===== config.mk =====
export PLATFORM = sky130hd
export DESIGN_NAME = pid_regulator_top
export DESIGN_NICKNAME = d
export VERILOG_FILES = /design/src/sv/pid_reg_pkg.sv /design/src/sv/pid_regulator_top.sv /design/src/sv/pid_reg_upd.sv /design/src/sv/pid_reg_mul.sv /design/src/sv/pid_reg_sat.sv
export SDC_FILE = /design/constraint.sdc
export NUM_CORES = 2
export LEC_CHECK = 0
export ABC_CLOCK_PERIOD_IN_PS = 9900
export BUFFER_PORTS_ARGS = -buffer_cell sky130_fd_sc_hd__buf_2
export CORE_MARGIN = 8
export CORE_UTILIZATION = 60
export CTS_CLUSTER_SIZE = 25
export DETAILED_ROUTE_END_ITERATION = 8
export PLACE_DENSITY = 0.77
export SLEW_MARGIN = 0
export SYNTH_ARGS = -nofsm -noshare
export SYNTH_HDL_FRONTEND = slang
export SYNTH_HIERARCHICAL = 1
export SYNTH_SLANG_ARGS = --single-unit

===== constraint.sdc =====
create_clock -name aclk -period 9.9 [get_ports aclk]
set_clock_uncertainty 0.2 [all_clocks]
set_input_delay 0.495 -clock aclk [delete_from_list [all_inputs] [get_ports aclk]]
set_output_delay 0.495 -clock aclk [all_outputs]
set_load 0.005 [all_outputs]

===== src/sv/pid_reg_pkg.sv =====
`timescale 1ns / 1ps

package pid_reg_pkg;

    localparam int SAMPLE_W = 16;
    localparam int GAIN_W   = 16;
    localparam int BOUND_W  = 23;
    localparam int ERR_W    = SAMPLE_W + 1;
    localparam int SUM_W    = 24;
    localparam int CAND_W   = SUM_W + 1;
    localparam int PD_W     = GAIN_W + ERR_W;
    localparam int PI_W     = GAIN_W + SUM_W;
    localparam int DRIVE_W  = 40;
    localparam int ACC_W    = PI_W + 2;
    localparam int CFG_IDX_W  = 3;
    localparam int CFG_DATA_W = BOUND_W;

    localparam logic [CFG_IDX_W-1:0] REG_KP      = 3'd0;
    localparam logic [CFG_IDX_W-1:0] REG_KI      = 3'd1;
    localparam logic [CFG_IDX_W-1:0] REG_KD      = 3'd2;
    localparam logic [CFG_IDX_W-1:0] REG_MAX_SUM = 3'd3;
    localparam logic [CFG_IDX_W-1:0] REG_MIN_REF = 3'd4;

    // 20.0 in Q8.8
    localparam logic signed [SAMPLE_W-1:0] MIN_REF_RESET = 16'sd5120;

    localparam logic signed [DRIVE_W-1:0] DRIVE_MAX = 40'sh7F_FFFF_FFFF;
    localparam logic signed [DRIVE_W-1:0] DRIVE_MIN = 40'sh80_0000_0000;

    typedef struct packed {
        logic signed [GAIN_W-1:0]   kp;
        logic signed [GAIN_W-1:0]   ki;
        logic signed [GAIN_W-1:0]   kd;
        logic        [BOUND_W-1:0]  max_sum;
        logic signed [SAMPLE_W-1:0] min_ref;
    } cfg_t;

    typedef struct packed {
        logic                     skip;
        logic signed [ERR_W-1:0]  error;
        logic signed [SUM_W-1:0]  sum;
        logic signed [ERR_W-1:0]  diff;
    } upd_t;

    typedef struct packed {
        logic                    skip;
        logic signed [PD_W-1:0]  p_term;
        logic signed [PI_W-1:0]  i_term;
        logic signed [PD_W-1:0]  d_term;
    } prod_t;

endpackage


===== src/sv/pid_regulator_top.sv =====
`timescale 1ns / 1ps

// Channel  Dir  Port group          Fields (lsb first)
// s_       in   tvalid/tready/tdata sensor[15:0], reference[31:16]
// m_       out  tvalid/tready/tdata drive[39:0]
// cfg_     in   wr_en/addr/wdata    kp, ki, kd, max_error_sum, min_reference
//
// One item per cycle while m_tready is high; stages: input reg, update, multiply, saturate.
// Integrator and previous sample update in the second stage, once per non-skipped item.
// Every stage holds its item only while the one after it is full and stalled.
// Reset clears valids, integrator and previous sample; min_reference resets to 20.0.

module pid_regulator_top
    import pid_reg_pkg::*;
(
    input  logic                  aclk,
    input  logic                  aresetn,
    input  logic                  cfg_wr_en,
    input  logic [CFG_IDX_W-1:0]  cfg_addr,
    input  logic [CFG_DATA_W-1:0] cfg_wdata,
    input  logic                  s_tvalid,
    output logic                  s_tready,
    input  logic [31:0]           s_tdata,   // sensor[15:0], reference[31:16]
    output logic                  m_tvalid,
    input  logic                  m_tready,
    output logic [DRIVE_W-1:0]    m_tdata    // drive[39:0]
);

    cfg_t                       cfg_reg;
    logic                       in_valid_reg;
    logic signed [SAMPLE_W-1:0] sensor_reg;
    logic signed [SAMPLE_W-1:0] reference_reg;

    logic  upd_in_ready, upd_valid, mul_in_ready, mul_valid, sat_in_ready;
    upd_t  upd_data;
    prod_t mul_data;
    logic signed [DRIVE_W-1:0] drive;

    assign s_tready = !in_valid_reg || upd_in_ready;
    assign m_tdata  = drive;

    always_ff @(posedge aclk) begin
        if (!aresetn) begin
            cfg_reg.kp      <= '0;
            cfg_reg.ki      <= '0;
            cfg_reg.kd      <= '0;
            cfg_reg.max_sum <= '0;
            cfg_reg.min_ref <= MIN_REF_RESET;
        end else if (cfg_wr_en) begin
            unique case (cfg_addr)
                REG_KP:      cfg_reg.kp      <= cfg_wdata[GAIN_W-1:0];
                REG_KI:      cfg_reg.ki      <= cfg_wdata[GAIN_W-1:0];
                REG_KD:      cfg_reg.kd      <= cfg_wdata[GAIN_W-1:0];
                REG_MAX_SUM: cfg_reg.max_sum <= cfg_wdata[BOUND_W-1:0];
                REG_MIN_REF: cfg_reg.min_ref <= cfg_wdata[SAMPLE_W-1:0];
                default: ;
            endcase
        end
    end

    always_ff @(posedge aclk) begin
        if (!aresetn) begin
            in_valid_reg <= 1'b0;
        end else if (s_tready) begin
            in_valid_reg <= s_tvalid;
        end
        if (s_tvalid && s_tready) begin
            sensor_reg    <= s_tdata[SAMPLE_W-1:0];
            reference_reg <= s_tdata[2*SAMPLE_W-1:SAMPLE_W];
        end
    end

    pid_reg_upd u_upd (
        .aclk      (aclk),
        .aresetn   (aresetn),
        .cfg       (cfg_reg),
        .in_valid  (in_valid_reg),
        .in_ready  (upd_in_ready),
        .sensor    (sensor_reg),
        .reference (reference_reg),
        .out_valid (upd_valid),
        .out_ready (mul_in_ready),
        .out_data  (upd_data)
    );

    pid_reg_mul u_mul (
        .aclk      (aclk),
        .aresetn   (aresetn),
        .cfg       (cfg_reg),
        .in_valid  (upd_valid),
        .in_ready  (mul_in_ready),
        .in_data   (upd_data),
        .out_valid (mul_valid),
        .out_ready (sat_in_ready),
        .out_data  (mul_data)
    );

    pid_reg_sat u_sat (
        .aclk      (aclk),
        .aresetn   (aresetn),
        .in_valid  (mul_valid),
        .in_ready  (sat_in_ready),
        .in_data   (mul_data),
        .out_valid (m_tvalid),
        .out_ready (m_tready),
        .drive     (drive)
    );

endmodule


===== src/sv/pid_reg_upd.sv =====
`timescale 1ns / 1ps

module pid_reg_upd
    import pid_reg_pkg::*;
(
    input  logic                       aclk,
    input  logic                       aresetn,
    input  cfg_t                       cfg,
    input  logic                       in_valid,
    output logic                       in_ready,
    input  logic signed [SAMPLE_W-1:0] sensor,
    input  logic signed [SAMPLE_W-1:0] reference,
    output logic                       out_valid,
    input  logic                       out_ready,
    output upd_t                       out_data
);

    logic signed [SUM_W-1:0]    sum_reg, sum_next;
    logic signed [SAMPLE_W-1:0] prev_reg, prev_next;
    logic                       out_valid_reg;
    upd_t                       out_data_reg, out_data_next;

    logic                       fire;
    logic                       skip;
    logic signed [ERR_W-1:0]    error;
    logic signed [ERR_W-1:0]    diff;
    logic signed [CAND_W-1:0]   cand;
    logic        [CAND_W-1:0]   mag;

    assign in_ready  = !out_valid_reg || out_ready;
    assign fire      = in_valid && in_ready;
    assign out_valid = out_valid_reg;
    assign out_data  = out_data_reg;

    always_comb begin
        skip  = reference < cfg.min_ref;
        error = {reference[SAMPLE_W-1], reference} - {sensor[SAMPLE_W-1], sensor};
        diff  = {prev_reg[SAMPLE_W-1], prev_reg} - {sensor[SAMPLE_W-1], sensor};
        cand  = {sum_reg[SUM_W-1], sum_reg}
              + {{(CAND_W-ERR_W){error[ERR_W-1]}}, error};
        mag   = cand[CAND_W-1] ? CAND_W'(-cand) : CAND_W'(cand);

        sum_next  = sum_reg;
        prev_next = prev_reg;
        if (fire && !skip) begin
            if (mag < {{(CAND_W-BOUND_W){1'b0}}, cfg.max_sum}) begin
                sum_next = cand[SUM_W-1:0];
            end
            prev_next = sensor;
        end

        out_data_next.skip  = skip;
        out_data_next.error = error;
        out_data_next.sum   = sum_next;
        out_data_next.diff  = diff;
    end

    always_ff @(posedge aclk) begin
        if (!aresetn) begin
            sum_reg       <= '0;
            prev_reg      <= '0;
            out_valid_reg <= 1'b0;
        end else begin
            sum_reg  <= sum_next;
            prev_reg <= prev_next;
            if (in_ready) begin
                out_valid_reg <= in_valid;
            end
        end
        if (fire) begin
            out_data_reg <= out_data_next;
        end
    end

endmodule


===== src/sv/pid_reg_mul.sv =====
`timescale 1ns / 1ps

module pid_reg_mul
    import pid_reg_pkg::*;
(
    input  logic  aclk,
    input  logic  aresetn,
    input  cfg_t  cfg,
    input  logic  in_valid,
    output logic  in_ready,
    input  upd_t  in_data,
    output logic  out_valid,
    input  logic  out_ready,
    output prod_t out_data
);

    logic  out_valid_reg;
    prod_t out_data_reg, out_data_next;

    assign in_ready  = !out_valid_reg || out_ready;
    assign out_valid = out_valid_reg;
    assign out_data  = out_data_reg;

    always_comb begin
        out_data_next.skip   = in_data.skip;
        out_data_next.p_term = cfg.kp * in_data.error;
        out_data_next.i_term = cfg.ki * in_data.sum;
        out_data_next.d_term = cfg.kd * in_data.diff;
    end

    always_ff @(posedge aclk) begin
        if (!aresetn) begin
            out_valid_reg <= 1'b0;
        end else if (in_ready) begin
            out_valid_reg <= in_valid;
        end
        if (in_valid && in_ready) begin
            out_data_reg <= out_data_next;
        end
    end

endmodule


===== src/sv/pid_reg_sat.sv =====
`timescale 1ns / 1ps

module pid_reg_sat
    import pid_reg_pkg::*;
(
    input  logic                      aclk,
    input  logic                      aresetn,
    input  logic                      in_valid,
    output logic                      in_ready,
    input  prod_t                     in_data,
    output logic                      out_valid,
    input  logic                      out_ready,
    output logic signed [DRIVE_W-1:0] drive
);

    logic                      out_valid_reg;
    logic signed [DRIVE_W-1:0] drive_reg, drive_next;
    logic signed [ACC_W-1:0]   acc;

    assign in_ready  = !out_valid_reg || out_ready;
    assign out_valid = out_valid_reg;
    assign drive     = drive_reg;

    always_comb begin
        acc = {{(ACC_W-PD_W){in_data.p_term[PD_W-1]}}, in_data.p_term}
            + {{(ACC_W-PI_W){in_data.i_term[PI_W-1]}}, in_data.i_term}
            + {{(ACC_W-PD_W){in_data.d_term[PD_W-1]}}, in_data.d_term};
        if (in_data.skip) begin
            drive_next = '0;
        end else if (acc[ACC_W-1:DRIVE_W-1] == '0
                  || acc[ACC_W-1:DRIVE_W-1] == '1) begin
            drive_next = acc[DRIVE_W-1:0];
        end else if (acc[ACC_W-1]) begin
            drive_next = DRIVE_MIN;
        end else begin
            drive_next = DRIVE_MAX;
        end
    end

    always_ff @(posedge aclk) begin
        if (!aresetn) begin
            out_valid_reg <= 1'b0;
        end else if (in_ready) begin
            out_valid_reg <= in_valid;
        end
        if (in_valid && in_ready) begin
            drive_reg <= drive_next;
        end
    end

endmodule


; ---- After elaboration in Yosys (flattened, before gate mapping)
; Cells that the tools add are included.
; Widths: inputs -> output; s select.
[totals]
ff_bits = 369
out_inout_bits = 42
[op_classes]
n_addsub = 6
multipliers = 3
order_cmp = 2
n_eq_ne = 5
n_mux = 5
reduce_logical = 22
[op_table]
columns = cell, count
row1 = $mux 40, 2
row2 = $mul 16x17->33, 2
row3 = $mux 24, 2
row4 = $add 42x42->42, 1
row5 = $add 33x40->41, 1
row6 = $mul 16x24->40, 1
row7 = $sub 16x16->17, 2
row8 = $add 24x17->25, 1
row9 = $lt 25x23->1, 1
row10 = $mux 25, 1
row11 = $neg 25->25, 1
row12 = $lt 16x16->1, 1
row13 = $reduce_and 2->1, 5
row14 = $eq 3x2->1 const B, 2
row15 = $eq 3x3->1 const B, 2
row16 = $logic_not 3->1, 2
row17 = $logic_and 1x1->1, 5
row18 = $logic_not 1->1, 5
row19 = $logic_or 1x1->1, 5
row20 = $eq 3x1->1 const B, 1

; ---- Logic depth before layout (Yosys ltp)
[depth]
depth_word = 7
depth_mapped = 35
mapped_depth_nobuf = 33

; ---- Cells and area by module
; Netlist, hierarchy kept.
[by_module_without_submodules]
columns = module, instances, cells_each, area_each_um2
row1 = pid_reg_mul, 1, 3945, 37516.0
row2 = pid_reg_upd, 1, 931, 8195.4
row3 = pid_reg_sat, 1, 698, 6060.8
row4 = pid_regulator_top, 1, 352, 4222.8

; ---- Worst setup path after synthesis
; No wires, ideal clock.
[synth_path]
kind = register -> register
from = register sensor_reg[0]
to = register u_upd.out_data_reg (netlist bit u_upd/out_data[23]) (data pin)
setup_time_ns = 0.260
arrival_ns = 7.003
required_time_ns = 9.440
setup_slack_ns = 2.436
stages_incl_launch_ff = 33
n_path_buf = 2
synth_period_minus_slack_ns = 7.464
path_cell_list = edfxtp_1 > ha_1 > fa_1 > nor2b_1 > o21ai_0 > a21boi_0 > o21ai_0 > a21boi_0 > o21a_1 > nor2_1 > o2111ai_1 > nand4_1 > a32o_1 > ha_1 > a21o_1 > a21oi_1 > nor2b_1 > o22a_1 > a41o_1 > a31oi_1 > clkbuf_1 > o21ai_0 > xnor2_1 > ha_1 > or4_1 > o211ai_1 > a211oi_1 > nor4_1 > nand3b_1 > o32ai_4 > nor2_2 > buf_6 > mux2_4
[synth_between]
elab_chain_len = 7
[synth_lines]
columns = item, line
row1 = start: declaration, pid_regulator_top.sv:31  ; logic signed [SAMPLE_W-1:0] sensor_reg;
row2 = start signal: assignment, pid_regulator_top.sv:68  ; sensor_reg <= s_tdata[SAMPLE_W-1:0];
row3 = $sub 16x16->17 (*), pid_reg_upd.sv:37  ; error = {reference[SAMPLE_W-1], reference} - {sensor[SAMPLE_W-1], sensor};
row4 = via u_upd.error[16], pid_reg_upd.sv:25  ; logic signed [ERR_W-1:0] error;
row5 = $add 24x17->25 (*), pid_reg_upd.sv:40  ; + {{(CAND_W-ERR_W){error[ERR_W-1]}}, error};
row6 = $neg 25->25, pid_reg_upd.sv:41  ; mag = cand[CAND_W-1] ? CAND_W'(-cand) : CAND_W'(cand);
row7 = $mux 25 (*), pid_reg_upd.sv:41
row8 = $lt 25x23->1 (*), pid_reg_upd.sv:46  ; if (mag < {{(CAND_W-BOUND_W){1'b0}}, cfg.max_sum}) begin
row9 = $mux 24 (*), pid_reg_upd.sv:46
row10 = $mux 24 (*), pid_reg_upd.sv:45  ; if (fire && !skip) begin
row11 = via u_upd.sum_next[6], pid_reg_upd.sv:18  ; logic signed [SUM_W-1:0] sum_reg, sum_next;
row12 = end signal: assignment, pid_reg_upd.sv:71  ; out_data_reg <= out_data_next;
row13 = end: declaration, pid_reg_upd.sv:21  ; upd_t out_data_reg, out_data_next;
; Mark *: on every way through the listed nets, which the timed path passes. The rest lies on a longest branch.
; A chain may end at the register's enable or synchronous reset.

; ---- Final worst setup path
[layout_path]
from = register sensor_reg[0]
to = register u_upd.out_data_reg (netlist bit u_upd/out_data[39]) (data pin)
[layout_between]
elab_chain_len = 7
[layout_lines]
columns = item, line
row1 = $sub 16x16->17 (*), pid_reg_upd.sv:37
row2 = via u_upd.error[16], pid_reg_upd.sv:25
row3 = $add 24x17->25 (*), pid_reg_upd.sv:40
row4 = $neg 25->25, pid_reg_upd.sv:41
row5 = $mux 25, pid_reg_upd.sv:41
row6 = $lt 25x23->1, pid_reg_upd.sv:46
row7 = $mux 24 (*), pid_reg_upd.sv:46
row8 = $mux 24 (*), pid_reg_upd.sv:45
row9 = via u_upd.sum_next[22], pid_reg_upd.sv:18
; Marks and branches as above.

==> run_results.csv <==
group,metric,value,unit
routing,drtIter0Drc,3198,
timing,fin_crit,8680,ps
yosys,synth_fa_ha_area_share,43.2,%
timing,whs,25.1,ps
run_status,violations,"design-rule violations",
routing,drc,2,
timing,maxSlewHeadroom,17.7,%
routing,firstDrtPassIters,9,
placed_design,place_congestion,0.944,
power_and_ir_drop,power.static_leakage,29.5,nW
flow_run,maxCapViolCount,0,
routing,drt-wirelength-per-cell,19.4,um
yosys,synthFlopType,"edfxtp_1",
yosys,synth_xor_area_share,3.61,%
yosys,synth_compound_area_share,9.29,%
clock_network,cts_setup_buffers,0,
yosys,synth_seq_cells,369,
placed_design,dpl.cell_count,7104,
yosys,synthTopCellsByArea,"fa_1 (33%), edfxtp_1 (13%), ha_1 (9.9%)",
routing,antenna_left,0,
placed_design,placed_area,0.0575,mm2
timing,worst_pin_slew,1230,ps
clock_network,clockBufferDepth,3,
critical_path,end_kind,"flop",
timing,fmax,0.115,GHz
yosys,syn-cell-area,0.0560,mm2
run_status,status,"finished with violations",
yosys,synth_top_family_by_area,"adder cells",
critical_path,critPathKind,"flop to flop",
floorplanning,ios,105,
global_route,groute.usage.overall,27.3,%
yosys,yosysSeqAreaShare,17.4,%
yosys,yosysTopAreaCell,"fa_1",
cells_and_area,multiInputGateArea,0.0410,mm2
yosys,yosysUniqueCellTypes,113,
yosys,synthMuxAreaShare,2.63,%
power_and_ir_drop,vdd.ir_drop.worst,0.000147,V
cells_and_area,largest_register_ffs,107,
power_and_ir_drop,powerDensity,95.2,mW/mm2
yosys,synth.avg_cell_area,9.45,um2
clock_network,cts.sink_count,369,
yosys,synth-simple-area-share,14.5,%
timing,finalSetupViolations,0,
critical_path,required,10030,ps
routing,via_per_inst,5.71,
global_route,grt_max_degree,98,
yosys,yosysWarnings,6,
placed_design,port_buffers,104,
critical_path,cp_slowest_cell,"nor4_1",
global_route,overflow,0,
floorplanning,core_area,0.0929,mm2
yosys,synth-edff-count,238,
cells_and_area,layout-drive-gt1-share,4.69,%
routing,drt-total-wl,140,mm
clock_network,numCtsBuffers,43,
yosys,yosysTopAreaCellShare,33.3,%
cells_and_area,final_cell_area,0.0593,mm2
floorplanning,die_h,321,um
critical_path,cp.arrival,8810,ps
critical_path,slowest_delay,560,ps
timing,rsz0062_at_grt,"no",
critical_path,startpoint_type,"flop",
clock_network,worstSkewPairLatency,600,ps
global_route,grt_pass1_wl,227,mm
floorplanning,die_x,321,um
clock_network,clockRootBuffer,"clkbuf_16",
timing,tns,0,ps
timing,hold_viol,0,
min_path,min_path_type,"input port to flop",
yosys,synth_cells,5926,
clock_network,cts_resized,0,
cells_and_area,nFillCells,7471,
cells_and_area,nets,7372,
cells_and_area,seq_area,0.00977,mm2
cells_and_area,final_cells,7226,
timing,period_share,87.6,%
yosys,syn-num-nets,7363,
clock_network,tritoncts,"done",
global_route,antenna_found_initial,6,
global_route,grt_pass1_vias,43400,
cells_and_area,area_growth,5.99,%
timing,final_max_slew_viol_count,0,
cells_and_area,mostFrequentLayoutCell,"inv_1",
critical_path,path_max_fanout,29,
routing,dr_total_vias,41300,
floorplanning,dieArea,0.103,mm2
floorplanning,initial_core_util,60.3,%
clock_network,cts-hold-fix-buffers,40,
clock_network,htreeDepth,2,
clock_network,path_clk_slew,70,ps
floorplanning,row_count,112,
placed_design,hpwl,111,mm
yosys,async_reset_ff_share,0,%
cells_and_area,final_cell_mix,"inv_1 (1156), fa_1 (931), nand2_1 (774)",
[cells in the mapped netlist (all sizes together) (29+ instances only)]
library cell	n
a21oi	212
ha	443
inv	1156
nand2	774
dfxtp	131
xor2	72
o21bai	35
a21o	133
o21a	44
edfxtp	238
xnor2	159
mux2i	115
clkbuf	183
and2	369
o21ai	126
nor3	54
fa	931
o211ai	31
nand2b	51
nor2	200
and3	31
nor2b	29
nand3	64
[power by group]
part           switching, mW  internal (mW)
Combinational           1.24          0.835
Sequential             0.146           1.76
Clock                  0.675          0.993
Total                   2.06           3.59
[cell type report]
type | count | area share [%]
sequential | 369 | 16.5
clock inverter | 21 | 0.470
timing repair buffer | 174 | 1.96
tap | 1254 | 2.64
inverter | 1157 | 7.32
multi-input combinational | 4190 | 69.1
clock buffer | 58 | 2.03
antenna | 3 | 0.0126
[per-stage QoR]
stage	setup slack [ps]	power, mW	util [%]
CTS	1280	5.66	63.9
global route	566	5.98	63.9
floorplan	2440	3.42	-
finish	1220	5.65	63.9
global placement	1360	3.92	61.8
detailed placement	1300	3.96	61.8
[worst paths after layout]
path / from / to / slack [ps] / depth (start not counted)
min reg2reg: cfg_reg[57] / cfg_reg[57] / 260 / 2
max reg2reg: sensor_reg[0] / u_upd/out_data[39] / 1220 / 33
min: m_tready / u_sat/out_valid / 30 / 3
max: sensor_reg[0] / u_upd/out_data[39] / 1220 / 33
[metal layers]
metal,global-route usage (%),part of all wire (%)
met4,8.39,3.3
met5,0,0.0086
met2,44.9,47
met1,36.6,41
met3,5.45,8.7
[critical path: cells and delay by family, from the launching register on]
family                     cells  cell delay, ps
xor gates and xnor gates       1             180
and+or+nand+nor                8            1630
muxes                          1             300
AOI/OAI and AO/OA             18            4030
buffers and inverters          1             240
adders and majority gates      4            1380
DFF                            1             430
[kinds of logic (layout without fill, tap and decap cells)]
kind of cell	Yosys count	count (layout)
flip-flops	369	369
buffers and inverters	1367	1410
multiplexers	138	138
AO/OA/AOI/OAI	765	765
adder cells (fa/ha/maj)	1374	1374
XOR/XNOR	231	231
other	0	3
AND/OR/NAND/NOR	1682	1682
No activity file was read; power rests on OpenSTA's default activity.
